`config.mk`:
```
export PLATFORM = sky130hd
export DESIGN_NAME = c_token_lexer_flat
export DESIGN_NICKNAME = d
export VERILOG_FILES = /design/src/rtl/ctl_pkg.sv /design/src/rtl/ctl_stream_if.sv /design/src/rtl/c_token_lexer.sv /design/src/rtl/ctl_scanner.sv /design/src/rtl/ctl_result_queue.sv /design/src/flat_wrapper.sv
export SDC_FILE = /design/constraint.sdc
export NUM_CORES = 1
export LEC_CHECK = 0
export BUFFER_PORTS_ARGS = -buffer_cell sky130_fd_sc_hd__buf_2
export CAP_MARGIN = 20
export CORE_MARGIN = 5
export CORE_UTILIZATION = 50
export CTS_BUF_LIST = sky130_fd_sc_hd__clkbuf_4
export DETAILED_ROUTE_END_ITERATION = 10
export PLACE_DENSITY = 0.75
export SLEW_MARGIN = 20
export SYNTH_ARGS = -nofsm -noshare
export SYNTH_HDL_FRONTEND = slang
export SYNTH_SLANG_ARGS = --single-unit
```
`constraint.sdc`:
```
create_clock -name i_clk -period 5.8 [get_ports i_clk]
set_input_delay 0.58 -clock i_clk [delete_from_list [all_inputs] [get_ports i_clk]]
set_output_delay 0.58 -clock i_clk [all_outputs]
set_load 0.02 [all_outputs]
```
`src/rtl/ctl_pkg.sv`:
```
`timescale 1ns / 1ps
// Shared types and constants for the C token lexer.
// No dependencies; every lexer file but ctl_stream_if imports this package.
package ctl_pkg;

    localparam int MAX_TEXT  = 1024;
    localparam int LEN_LIMIT = ((MAX_TEXT - 1) < 1023) ? (MAX_TEXT - 1) : 1023;
    localparam logic [9:0] LEN_MAX = 10'(LEN_LIMIT);

    // Result queue sizing: one byte pushes up to two results.
    localparam int QUEUE_DEPTH = 4;
    localparam int QUEUE_AW    = $clog2(QUEUE_DEPTH);
    localparam int PUSH_MAX    = 2;

    // result_kind codes
    localparam logic [1:0] RK_CHAR  = 2'd0;
    localparam logic [1:0] RK_TOKEN = 2'd1;
    localparam logic [1:0] RK_ERROR = 2'd2;

    // token_kind codes
    localparam logic [3:0] TK_END    = 4'd0;
    localparam logic [3:0] TK_NUMBER = 4'd1;
    localparam logic [3:0] TK_IDENT  = 4'd2;
    localparam logic [3:0] TK_CHAR   = 4'd3;
    localparam logic [3:0] TK_STRING = 4'd4;
    localparam logic [3:0] TK_ARROW  = 4'd5;
    localparam logic [3:0] TK_LE     = 4'd6;
    localparam logic [3:0] TK_GE     = 4'd7;
    localparam logic [3:0] TK_EQ     = 4'd8;
    localparam logic [3:0] TK_NE     = 4'd9;
    localparam logic [3:0] TK_ANDAND = 4'd10;
    localparam logic [3:0] TK_OROR   = 4'd11;
    localparam logic [3:0] TK_VARARG = 4'd12;
    localparam logic [3:0] TK_DOTDOT = 4'd13;
    localparam logic [3:0] TK_SINGLE = 4'd14;

    // error_code values
    localparam logic [1:0] ERR_NONE     = 2'd0;
    localparam logic [1:0] ERR_UNTERM   = 2'd1;
    localparam logic [1:0] ERR_BAD_ESC  = 2'd2;

    typedef struct packed {
        logic [1:0] result_kind;
        logic [3:0] token_kind;
        logic [7:0] token_byte;
        logic [9:0] text_length;
        logic [9:0] literal_length;
        logic       at_line_start;
        logic       space_before;
        logic [1:0] error_code;
        logic       last;
    } t_result;

    // Results of one scanned byte, handed from the scanner to the queue.
    typedef struct packed {
        logic [1:0] count;
        t_result    res1;
        t_result    res0;
    } t_push;

endpackage

```
`src/rtl/ctl_stream_if.sv`:
```
`timescale 1ns / 1ps
// Valid/ready channel interfaces of the lexer: source bytes in, results out.
// No dependencies.
interface ctl_byte_if;
    logic       valid;
    logic       ready;
    logic [7:0] in_byte;

    modport source (output valid, output in_byte, input ready);
    modport sink (input valid, input in_byte, output ready);
endinterface

interface ctl_result_if;
    logic       valid;
    logic       ready;
    logic [1:0] result_kind;
    logic [3:0] token_kind;
    logic [7:0] token_byte;
    logic [9:0] text_length;
    logic [9:0] literal_length;
    logic       at_line_start;
    logic       space_before;
    logic [1:0] error_code;
    logic       last;

    modport source (output valid, output result_kind, output token_kind,
                    output token_byte, output text_length, output literal_length,
                    output at_line_start, output space_before, output error_code,
                    output last, input ready);
    modport sink (input valid, input result_kind, input token_kind,
                  input token_byte, input text_length, input literal_length,
                  input at_line_start, input space_before, input error_code,
                  input last, output ready);
endinterface

```
`src/rtl/c_token_lexer.sv`:
```
`timescale 1ns / 1ps
// Top level of the streaming C lexer: input register, scanner, result queue.
// Depends on ctl_pkg, ctl_stream_if, ctl_scanner and ctl_result_queue.

// The lexer takes one source byte per transfer (byte 0 ends the text) and
// scans it, once the queue has room, between the input register and a
// four-entry result queue. While the output stays ready it sustains one
// byte per cycle as long as each byte gives at most one result; a byte that
// gives two results (a token closed by the next byte that itself is a single
// token or the end, or a string's closing quote) takes two transfers of the
// output port, and the queue absorbs that. The input stalls only when the
// queue holds more than two results.
module c_token_lexer (
    input  logic i_clk,
    input  logic i_rst_n,
    ctl_byte_if.sink     i_in,
    ctl_result_if.source o_res
);
    import ctl_pkg::*;

    logic       r_in_valid;
    logic [7:0] r_in_byte;
    logic       step;
    logic       room;
    logic       accept;
    t_push      push;
    t_result    head;

    assign step       = r_in_valid && room;
    assign i_in.ready = !r_in_valid || step;
    assign accept     = i_in.valid && i_in.ready;

    always_ff @(posedge i_clk) begin
        if (!i_rst_n) begin
            r_in_valid <= 1'b0;
        end else begin
            r_in_valid <= accept || (r_in_valid && !step);
        end
    end

    // Hold the byte until the scanner takes it.
    always_ff @(posedge i_clk) begin
        if (accept) begin
            r_in_byte <= i_in.in_byte;
        end
    end

    ctl_scanner u_scanner (
        .i_clk   (i_clk),
        .i_rst_n (i_rst_n),
        .i_step  (step),
        .i_byte  (r_in_byte),
        .o_push  (push)
    );

    ctl_result_queue u_queue (
        .i_clk   (i_clk),
        .i_rst_n (i_rst_n),
        .i_push  (push),
        .i_pop   (o_res.ready),
        .o_room  (room),
        .o_valid (o_res.valid),
        .o_data  (head)
    );

    assign o_res.result_kind    = head.result_kind;
    assign o_res.token_kind     = head.token_kind;
    assign o_res.token_byte     = head.token_byte;
    assign o_res.text_length    = head.text_length;
    assign o_res.literal_length = head.literal_length;
    assign o_res.at_line_start  = head.at_line_start;
    assign o_res.space_before   = head.space_before;
    assign o_res.error_code     = head.error_code;
    assign o_res.last           = head.last;

endmodule

```
`src/rtl/ctl_scanner.sv`:
```
`timescale 1ns / 1ps
// Lexer state and the per-byte scan step: up to two results per byte.
// Depends on ctl_pkg.
module ctl_scanner (
    input  logic           i_clk,
    input  logic           i_rst_n,
    input  logic           i_step,
    input  logic [7:0]     i_byte,
    output ctl_pkg::t_push o_push
);
    import ctl_pkg::*;

    typedef enum logic [3:0] {
        M_IDLE, M_NUMBER, M_IDENT, M_OP, M_DOT1, M_DOT2,
        M_CHAR, M_CHAR_ESC, M_STR, M_STR_ESC
    } t_lex_mode;

    localparam logic [7:0] CH_NUL    = 8'h00;
    localparam logic [7:0] CH_NL     = 8'h0A;
    localparam logic [7:0] CH_SQUOTE = 8'h27;
    localparam logic [7:0] CH_DQUOTE = 8'h22;
    localparam logic [7:0] CH_BSLASH = 8'h5C;
    localparam logic [7:0] CH_UNDER  = 8'h5F;
    localparam logic [7:0] CH_DOT    = 8'h2E;
    localparam logic [7:0] CH_ZERO   = 8'h30;
    localparam logic [7:0] CH_N      = 8'h6E;

    t_lex_mode  r_mode, n_mode;
    logic [7:0] r_pend, n_pend;
    logic [9:0] r_raw, n_raw;
    logic [9:0] r_dec, n_dec;
    logic       r_ls, n_ls;
    logic       r_sp, n_sp;

    t_result    res [PUSH_MAX];
    logic [1:0] cnt;
    logic       do_start;
    logic       is_str;
    logic [3:0] lit_kind;
    logic [3:0] pk;
    logic [9:0] raw_inc;
    logic [7:0] dch;
    logic       esc_ok;

    function automatic logic [9:0] sat_inc(input logic [9:0] x);
        return (x < LEN_MAX) ? x + 10'd1 : x;
    endfunction

    function automatic logic is_digit(input logic [7:0] c);
        return (c >= 8'h30) && (c <= 8'h39);
    endfunction

    function automatic logic is_alpha(input logic [7:0] c);
        return ((c >= 8'h61) && (c <= 8'h7A)) || ((c >= 8'h41) && (c <= 8'h5A));
    endfunction

    function automatic logic is_space(input logic [7:0] c);
        return (c == 8'h20) || (c == 8'h09) || (c == 8'h0A) || (c == 8'h0B) ||
               (c == 8'h0C) || (c == 8'h0D);
    endfunction

    function automatic logic is_op(input logic [7:0] c);
        return (c == 8'h2D) || (c == 8'h3C) || (c == 8'h3E) || (c == 8'h3D) ||
               (c == 8'h21) || (c == 8'h26) || (c == 8'h7C);
    endfunction

    function automatic logic [3:0] pair_kind(input logic [7:0] a, input logic [7:0] b);
        logic [3:0] k;
        k = TK_END;
        if (a == 8'h2D && b == 8'h3E) k = TK_ARROW;
        if (a == 8'h3C && b == 8'h3D) k = TK_LE;
        if (a == 8'h3E && b == 8'h3D) k = TK_GE;
        if (a == 8'h3D && b == 8'h3D) k = TK_EQ;
        if (a == 8'h21 && b == 8'h3D) k = TK_NE;
        if (a == 8'h26 && b == 8'h26) k = TK_ANDAND;
        if (a == 8'h7C && b == 8'h7C) k = TK_OROR;
        return k;
    endfunction

    function automatic t_result mk_res(input logic [1:0] rk, input logic [3:0] tk,
                                       input logic [7:0] b, input logic [9:0] tl,
                                       input logic [9:0] ll, input logic ls,
                                       input logic sp, input logic [1:0] err);
        t_result r;
        r.result_kind    = rk;
        r.token_kind     = tk;
        r.token_byte     = b;
        r.text_length    = tl;
        r.literal_length = ll;
        r.at_line_start  = ls;
        r.space_before   = sp;
        r.error_code     = err;
        r.last           = 1'b0;
        return r;
    endfunction

    always_comb begin
        n_mode   = r_mode;
        n_pend   = r_pend;
        n_raw    = r_raw;
        n_dec    = r_dec;
        n_ls     = r_ls;
        n_sp     = r_sp;
        res[0]   = '0;
        res[1]   = '0;
        cnt      = 2'd0;
        do_start = 1'b0;
        is_str   = (r_mode == M_STR) || (r_mode == M_STR_ESC);
        lit_kind = is_str ? TK_STRING : TK_CHAR;
        pk       = pair_kind(r_pend, i_byte);
        raw_inc  = sat_inc(r_raw);
        dch      = i_byte;
        esc_ok   = 1'b1;
        if (i_byte == CH_ZERO) begin
            dch = CH_NUL;
        end else if (i_byte == CH_N) begin
            dch = CH_NL;
        end else if (i_byte != CH_SQUOTE && i_byte != CH_DQUOTE && i_byte != CH_BSLASH) begin
            esc_ok = 1'b0;
        end

        // Phase one: finish or extend the open token.
        case (r_mode)
            M_IDLE: begin
                do_start = 1'b1;
            end
            M_NUMBER, M_IDENT: begin
                if (is_digit(i_byte) ||
                    (r_mode == M_IDENT && (is_alpha(i_byte) || i_byte == CH_UNDER))) begin
                    n_raw = raw_inc;
                end else begin
                    res[0] = mk_res(RK_TOKEN, (r_mode == M_NUMBER) ? TK_NUMBER : TK_IDENT,
                                    8'd0, r_raw, 10'd0, r_ls, r_sp, ERR_NONE);
                    cnt      = 2'd1;
                    do_start = 1'b1;
                end
            end
            M_OP: begin
                if (pk != TK_END) begin
                    res[0] = mk_res(RK_TOKEN, pk, 8'd0, 10'd2, 10'd0, r_ls, r_sp, ERR_NONE);
                end else begin
                    res[0] = mk_res(RK_TOKEN, TK_SINGLE, r_pend, 10'd1, 10'd0,
                                    r_ls, r_sp, ERR_NONE);
                    do_start = 1'b1;
                end
                cnt = 2'd1;
            end
            M_DOT1: begin
                if (i_byte == CH_DOT) begin
                    n_mode = M_DOT2;
                    n_raw  = 10'd2;
                end else begin
                    res[0] = mk_res(RK_TOKEN, TK_SINGLE, CH_DOT, 10'd1, 10'd0,
                                    r_ls, r_sp, ERR_NONE);
                    cnt      = 2'd1;
                    do_start = 1'b1;
                end
            end
            M_DOT2: begin
                if (i_byte == CH_DOT) begin
                    res[0] = mk_res(RK_TOKEN, TK_VARARG, 8'd0, 10'd3, 10'd0,
                                    r_ls, r_sp, ERR_NONE);
                end else begin
                    res[0] = mk_res(RK_TOKEN, TK_DOTDOT, 8'd0, 10'd2, 10'd0,
                                    r_ls, r_sp, ERR_NONE);
                    do_start = 1'b1;
                end
                cnt = 2'd1;
            end
            M_CHAR, M_STR: begin
                if (i_byte == (is_str ? CH_DQUOTE : CH_SQUOTE)) begin
                    // Closing quote: a string also yields its trailing NUL.
                    if (is_str) begin
                        n_dec  = sat_inc(r_dec);
                        res[0] = mk_res(RK_CHAR, TK_STRING, CH_NUL, raw_inc, n_dec,
                                        r_ls, r_sp, ERR_NONE);
                        res[1] = mk_res(RK_TOKEN, TK_STRING, 8'd0, raw_inc, n_dec,
                                        r_ls, r_sp, ERR_NONE);
                        cnt = 2'd2;
                    end else begin
                        res[0] = mk_res(RK_TOKEN, TK_CHAR, 8'd0, raw_inc, r_dec,
                                        r_ls, r_sp, ERR_NONE);
                        cnt = 2'd1;
                    end
                    n_mode = M_IDLE;
                    n_raw  = 10'd0;
                    n_dec  = 10'd0;
                    n_pend = 8'd0;
                    n_ls   = 1'b0;
                    n_sp   = 1'b0;
                end else if (i_byte == CH_NUL || i_byte == CH_NL) begin
                    res[0] = mk_res(RK_ERROR, lit_kind, 8'd0, r_raw, r_dec,
                                    r_ls, r_sp, ERR_UNTERM);
                    cnt    = 2'd1;
                    n_mode = M_IDLE;
                    n_raw  = 10'd0;
                    n_dec  = 10'd0;
                    n_pend = 8'd0;
                    n_ls   = 1'b1;
                    n_sp   = 1'b0;
                end else if (i_byte == CH_BSLASH) begin
                    n_raw  = raw_inc;
                    n_mode = is_str ? M_STR_ESC : M_CHAR_ESC;
                end else begin
                    n_raw  = raw_inc;
                    n_dec  = sat_inc(r_dec);
                    res[0] = mk_res(RK_CHAR, lit_kind, i_byte, raw_inc, n_dec,
                                    r_ls, r_sp, ERR_NONE);
                    cnt = 2'd1;
                end
            end
            M_CHAR_ESC, M_STR_ESC: begin
                if (i_byte == CH_NUL || !esc_ok) begin
                    res[0] = mk_res(RK_ERROR, lit_kind, 8'd0,
                                    (i_byte == CH_NUL) ? r_raw : raw_inc, r_dec,
                                    r_ls, r_sp,
                                    (i_byte == CH_NUL) ? ERR_UNTERM : ERR_BAD_ESC);
                    cnt    = 2'd1;
                    n_mode = M_IDLE;
                    n_raw  = 10'd0;
                    n_dec  = 10'd0;
                    n_pend = 8'd0;
                    n_ls   = 1'b1;
                    n_sp   = 1'b0;
                end else begin
                    n_raw  = raw_inc;
                    n_dec  = sat_inc(r_dec);
                    n_mode = is_str ? M_STR : M_CHAR;
                    res[0] = mk_res(RK_CHAR, lit_kind, dch, raw_inc, n_dec,
                                    r_ls, r_sp, ERR_NONE);
                    cnt = 2'd1;
                end
            end
            default: begin
                n_mode   = M_IDLE;
                do_start = 1'b1;
            end
        endcase

        // A finished token clears the marks and goes idle.
        if (cnt != 2'd0 && r_mode != M_IDLE) begin
            n_mode = (n_mode == M_CHAR || n_mode == M_STR) ? n_mode : M_IDLE;
            if (res[0].result_kind == RK_TOKEN) begin
                n_raw  = 10'd0;
                n_dec  = 10'd0;
                n_pend = 8'd0;
                n_ls   = 1'b0;
                n_sp   = 1'b0;
            end
        end

        // Phase two: scan the byte as the start of a new token.
        if (do_start) begin
            if (i_byte == CH_NUL) begin
                res[cnt[0]] = mk_res(RK_TOKEN, TK_END, 8'd0, 10'd0, 10'd0,
                                     1'b1, n_sp, ERR_NONE);
                cnt    = cnt + 2'd1;
                n_mode = M_IDLE;
                n_raw  = 10'd0;
                n_dec  = 10'd0;
                n_pend = 8'd0;
                n_ls   = 1'b1;
                n_sp   = 1'b0;
            end else if (i_byte == CH_NL) begin
                n_ls = 1'b1;
                n_sp = 1'b1;
            end else if (is_space(i_byte)) begin
                n_sp = 1'b1;
            end else if (i_byte == CH_SQUOTE || i_byte == CH_DQUOTE) begin
                n_mode = (i_byte == CH_SQUOTE) ? M_CHAR : M_STR;
                n_raw  = 10'd1;
                n_dec  = 10'd0;
            end else if (is_digit(i_byte)) begin
                n_mode = M_NUMBER;
                n_raw  = 10'd1;
            end else if (is_alpha(i_byte) || i_byte == CH_UNDER) begin
                n_mode = M_IDENT;
                n_raw  = 10'd1;
            end else if (is_op(i_byte)) begin
                n_mode = M_OP;
                n_pend = i_byte;
                n_raw  = 10'd1;
            end else if (i_byte == CH_DOT) begin
                n_mode = M_DOT1;
                n_raw  = 10'd1;
            end else begin
                res[cnt[0]] = mk_res(RK_TOKEN, TK_SINGLE, i_byte, 10'd1, 10'd0,
                                     n_ls, n_sp, ERR_NONE);
                cnt    = cnt + 2'd1;
                n_mode = M_IDLE;
                n_raw  = 10'd0;
                n_dec  = 10'd0;
                n_pend = 8'd0;
                n_ls   = 1'b0;
                n_sp   = 1'b0;
            end
        end

        if (cnt == 2'd1) begin
            res[0].last = 1'b1;
        end else if (cnt == 2'd2) begin
            res[1].last = 1'b1;
        end

        o_push.count = i_step ? cnt : 2'd0;
        o_push.res0  = res[0];
        o_push.res1  = res[1];
    end

    always_ff @(posedge i_clk) begin
        if (!i_rst_n) begin
            r_mode <= M_IDLE;
            r_pend <= 8'd0;
            r_raw  <= 10'd0;
            r_dec  <= 10'd0;
            r_ls   <= 1'b1;
            r_sp   <= 1'b0;
        end else if (i_step) begin
            r_mode <= n_mode;
            r_pend <= n_pend;
            r_raw  <= n_raw;
            r_dec  <= n_dec;
            r_ls   <= n_ls;
            r_sp   <= n_sp;
        end
    end

endmodule

```
`src/rtl/ctl_result_queue.sv`:
```
`timescale 1ns / 1ps
// Small result queue: takes up to two results per cycle, gives one per transfer.
// Depends on ctl_pkg.
module ctl_result_queue (
    input  logic             i_clk,
    input  logic             i_rst_n,
    input  ctl_pkg::t_push   i_push,
    input  logic             i_pop,
    output logic             o_room,
    output logic             o_valid,
    output ctl_pkg::t_result o_data
);
    import ctl_pkg::*;

    t_result               r_mem [QUEUE_DEPTH];
    logic [QUEUE_AW-1:0]   r_wptr, n_wptr;
    logic [QUEUE_AW-1:0]   r_rptr, n_rptr;
    logic [QUEUE_AW:0]     r_count, n_count;
    logic                  pop;
    logic [QUEUE_AW-1:0]   wptr_1;

    assign o_valid = (r_count != '0);
    assign o_data  = r_mem[r_rptr];
    // Leave room for the worst case of one byte.
    assign o_room  = (r_count <= (QUEUE_AW + 1)'(QUEUE_DEPTH - PUSH_MAX));
    assign pop     = i_pop && o_valid;
    assign wptr_1  = r_wptr + QUEUE_AW'(1);

    always_comb begin
        n_wptr  = r_wptr + QUEUE_AW'(i_push.count);
        n_rptr  = pop ? r_rptr + QUEUE_AW'(1) : r_rptr;
        n_count = r_count + (QUEUE_AW + 1)'(i_push.count) - (QUEUE_AW + 1)'(pop);
    end

    always_ff @(posedge i_clk) begin
        if (!i_rst_n) begin
            r_wptr  <= '0;
            r_rptr  <= '0;
            r_count <= '0;
        end else begin
            r_wptr  <= n_wptr;
            r_rptr  <= n_rptr;
            r_count <= n_count;
        end
    end

    always_ff @(posedge i_clk) begin
        if (i_push.count != 2'd0) begin
            r_mem[r_wptr] <= i_push.res0;
        end
        if (i_push.count == 2'd2) begin
            r_mem[wptr_1] <= i_push.res1;
        end
    end

endmodule

```
`src/flat_wrapper.sv`:
```
// flat-port wrapper written by rule: the top's interface ports become plain ports
module c_token_lexer_flat import ctl_pkg::*;
  (i_clk, i_rst_n, i_in_valid, i_in_in_byte, i_in_ready, o_res_valid, o_res_result_kind, o_res_token_kind, o_res_token_byte, o_res_text_length, o_res_literal_length, o_res_at_line_start, o_res_space_before, o_res_error_code, o_res_last, o_res_ready);
  ctl_byte_if i_in_i ();
  ctl_result_if o_res_i ();
  input  logic i_clk;
  input  logic i_rst_n;
  input wire logic [$bits(i_in_i.valid)-1:0] i_in_valid;
  input wire logic [$bits(i_in_i.in_byte)-1:0] i_in_in_byte;
  output wire logic [$bits(i_in_i.ready)-1:0] i_in_ready;
  output wire logic [$bits(o_res_i.valid)-1:0] o_res_valid;
  output wire logic [$bits(o_res_i.result_kind)-1:0] o_res_result_kind;
  output wire logic [$bits(o_res_i.token_kind)-1:0] o_res_token_kind;
  output wire logic [$bits(o_res_i.token_byte)-1:0] o_res_token_byte;
  output wire logic [$bits(o_res_i.text_length)-1:0] o_res_text_length;
  output wire logic [$bits(o_res_i.literal_length)-1:0] o_res_literal_length;
  output wire logic [$bits(o_res_i.at_line_start)-1:0] o_res_at_line_start;
  output wire logic [$bits(o_res_i.space_before)-1:0] o_res_space_before;
  output wire logic [$bits(o_res_i.error_code)-1:0] o_res_error_code;
  output wire logic [$bits(o_res_i.last)-1:0] o_res_last;
  input wire logic [$bits(o_res_i.ready)-1:0] o_res_ready;
  assign i_in_i.valid = i_in_valid;
  assign i_in_i.in_byte = i_in_in_byte;
  assign i_in_ready = i_in_i.ready;
  assign o_res_valid = o_res_i.valid;
  assign o_res_result_kind = o_res_i.result_kind;
  assign o_res_token_kind = o_res_i.token_kind;
  assign o_res_token_byte = o_res_i.token_byte;
  assign o_res_text_length = o_res_i.text_length;
  assign o_res_literal_length = o_res_i.literal_length;
  assign o_res_at_line_start = o_res_i.at_line_start;
  assign o_res_space_before = o_res_i.space_before;
  assign o_res_error_code = o_res_i.error_code;
  assign o_res_last = o_res_i.last;
  assign o_res_i.ready = o_res_ready;
  c_token_lexer u_core (.i_clk(i_clk), .i_rst_n(i_rst_n), .i_in(i_in_i), .o_res(o_res_i));
endmodule
```
==> results.tsv <==
metric	value	unit
hold_class	in -> reg	
setup_slack	752	ps
tns	0	ps
arrival	5450	ps
synth_xor_area_share	1.11	%
num_vias	9318	
initial_core_util	50.5	%
synth_compound_area_share	13.9	%
crit_family	simple AND/OR/NAND/NOR gates	
rsz0062_at_grt	false	
core-area	23400	um2
syn_inst	1065	
tightest_slew	1020	ps
drtIter0Drc	795	
outcome	finished, final reports clean	
cp_slowest_cell	or4_4	
globalRouteOverflowTotal	0	
fill_cells	2079	
fin_crit_sh	87.0	%
detailed_place_hpwl	22500	um
yosysWarnings	0	
ys_seq_elements	208	
io_buffers	52	
ir_drop	0.175	mV
wl	32300	um
path_depth	13	
grt.total_usage	24.3	%
end_kind	flip-flop	
std_cell_rows	56	
start_kind	flip-flop	
synth_fa_ha_area_share	1.02	%
drv_slew	0	
cpPeakStageDelay	710	ps
first_pass_iters	6	
avgSynthCellArea	11.1	um2
synth_mux_area_share	16.0	%
dpl_cell_area	12500	um2
synth_commonest_cells	164 x edfxtp_1, 91 x mux2i_1, 85 x nand2_1, 85 x nor2_1, 67 x o21ai_0	
cts_buffers	55	
clk_pin_slew	60	ps
yosys.area.top_type	edfxtp_1	
clk_latency	690	ps
timing.slew.headroom	31.3	%
synth_cell_types	82	
cp.buffers_inverters	2	
drc_errors	0	
r2r_cells	13	
power.density	371	nW/um2
yosysSeqAreaShare	49.1	%
async_flop_share	0	%
cp_common_cell	nand2_1	
antenna_found_initial	1	
viasPerCell	6.24	
cts_sinks	208	
leakage	4.67	nW
ys.flop_type	edfxtp_1	
min_path_cells	1	
cts_root_buf	clkbuf_4	
crit_chain	nand3_1 > or4_1 > o21a_1 > a31oi_1 > nand2_1 > clkinv_1 > ha_1 > nand2_1 > o21ai_0 > nand2_1 > or4_4 > buf_4 > mux2_1	
synth_area_leaders	edfxtp_1 42%, mux2i_1 7.7%, dfxtp_1 7.4%, mux4_2 7.4%, o21ai_0 2.8%	
cts-resized-gates	0	
grt_first_pass_wirelength	50800	um
gp_congestion	1.02	
synth-simple-area-share	15.4	%
drv_cap	0	
synthesis.area	11800	um2
grt_pass1_vias	9178	
min_period	5050	ps
yosysMostFrequentCell	edfxtp_1	
utilization	56.3	%
critPathRequiredTime	6200	ps
synth_top_area_share	41.6	%
synth_edf_count	164	
max_freq	198	MHz
grt_max_degree	40	
drive_above_1_share	19.9	%
ctsHoldBuffers	0	
die_x	164	um
synth_top_family_by_area	multiplexers	
postCtsSetupBuffers	0	
drt.antenna.violating_nets	0	
syn_to_final_growth	11.3	%
htreeDepth	2	
setup_viol	0	
place_ws	902	ps
num-nets-final	1148	
fin_worst_skew	53.3	ps
ios	53	
wl_per_cell	21.6	um
hold_viol_final	0	
path_max_fanout	15	
die_h	164	um
fin_area	13200	um2
crit_type	reg -> reg	
dieArea	26800	um2
syn_nets	1086	
cts_tree	yes	
clockBufferDepth	3	
==> through the flow <==
step	power, mW	std cells	hold slack [ps]
6_report	4.89	1494	84.1
5_1_grt	5.16	1494	55.7
4_1_cts	4.92	1493	48.1
3_5_place_dp	3.65	1389	500
3_3_place_gp	3.61	1389	496
2_1_floorplan	3.14	1065	453
==> kinds of logic after synthesis <==
group           Yosys count
compound gates          246
xor+xnor                 15
fa+ha+maj                 9
buf+inv                  95
flops                   208
mux                     139
simple gates            353
==> sequential cells by signal, summed over array words and instances (netlist names), named ones only <==
signal                   count
u_core.r_in_byte             8
u_core.u_queue.r_count       3
u_core.u_scanner.r_sp        1
u_core.r_in_valid            1
u_core.u_scanner.r_raw      10
u_core.u_scanner.r_pend      8
u_core.u_scanner.r_ls        1
u_core.u_queue.r_wptr        2
u_core.u_queue.r_mem       156
u_core.u_scanner.r_dec      10
u_core.u_scanner.r_mode      4
u_core.u_queue.r_rptr        2
==> report_power, final <==
| group | internal (mW) | total, mW | switching (mW) |
|---|---|---|---|
| Combinational | 0.626 | 1.68 | 1.05 |
| Sequential | 1.82 | 1.94 | 0.115 |
| Clock | 0.645 | 1.27 | 0.626 |
| Total | 3.09 | 4.89 | 1.80 |
==> per-layer routing <==
metal	share of wire (%)	GRT usage, %	vias to the layer above	wire (um)
met4	3.5	9.38	0	1140
met2	48	40.7	457	15600
met3	8.0	4.64	92	2590
li1	-	-	4283	-
met5	0	0	-	0
met1	40	31.6	4486	12900
==> path summary, 6_finish.rpt <==
path,startpoint,to,slack (ps)
worst max-delay path,u_core.r_in_byte[4],u_core.u_queue.r_mem[2][23],750
worst min-delay path,i_in_in_byte[6],u_core.r_in_byte[6],80
worst max register to register,u_core.r_in_byte[4],u_core.u_queue.r_mem[2][23],750
worst min register to register,u_core.u_scanner.r_sp,u_core.u_scanner.r_sp,530
==> final cells by class <==
| class | instances | area, um2 | area share (%) |
|---|---|---|---|
| Tap cell | 319 | 399 | 3.03 |
| Antenna cell | 1 | 2.50 | 0.0190 |
| Multi-Input combinational cell | 762 | 5670 | 43.1 |
| Clock buffer | 74 | 556 | 4.22 |
| Inverter | 17 | 63.8 | 0.485 |
| Timing Repair Buffer | 83 | 518 | 3.93 |
| Sequential cell | 208 | 5810 | 44.1 |
| Clock inverter | 30 | 146 | 1.11 |
==> worst register-to-register path, cell delays in order, from the launching register on <==
cell      delay, ps
edfxtp_1        640
nand3_1         300
or4_1           590
o21a_1          220
a31oi_1         370
nand2_1         240
clkinv_1        200
ha_1            150
nand2_1          40
o21ai_0         340
nand2_1         350
or4_4           710
buf_4           290
mux2_1          330
==> cell usage in the layout (no fill, tap or decap), types with 5 or more instances in the layout <==
| master | netlist | routed |
|---|---|---|
| a211oi_1 | 7 | 7 |
| a21boi_0 | 5 | 5 |
| a21o_1 | 9 | 9 |
| a21oi_1 | 47 | 47 |
| a22o_1 | 7 | 7 |
| a22oi_1 | 14 | 14 |
| and2_1 | 21 | 21 |
| and3_1 | 14 | 14 |
| buf_2 | 8 | 52 |
| buf_4 | 3 | 29 |
| clkbuf_4 | 0 | 74 |
| clkinv_1 | 2 | 24 |
| clkinv_2 | 0 | 6 |
| dfxtp_1 | 44 | 42 |
| edfxtp_1 | 164 | 164 |
| ha_1 | 8 | 8 |
| inv_1 | 15 | 15 |
| mux2_2 | 7 | 7 |
| mux2i_1 | 91 | 91 |
| mux4_2 | 39 | 39 |
| nand2_1 | 85 | 85 |
| nand2b_1 | 20 | 20 |
| nand3_1 | 29 | 29 |
| nand3b_1 | 5 | 5 |
| nand4_1 | 7 | 7 |
| nand4b_1 | 5 | 5 |
| nor2_1 | 85 | 84 |
| nor2b_1 | 9 | 9 |
| nor3_1 | 26 | 24 |
| nor3b_1 | 7 | 7 |
| nor4_1 | 10 | 10 |
| o211ai_1 | 9 | 9 |
| o21ai_0 | 67 | 67 |
| o31ai_1 | 28 | 27 |
| or3_1 | 7 | 7 |
| xnor2_1 | 9 | 9 |
| xor2_1 | 6 | 6 |
No activity file was read; power rests on OpenSTA's default activity.
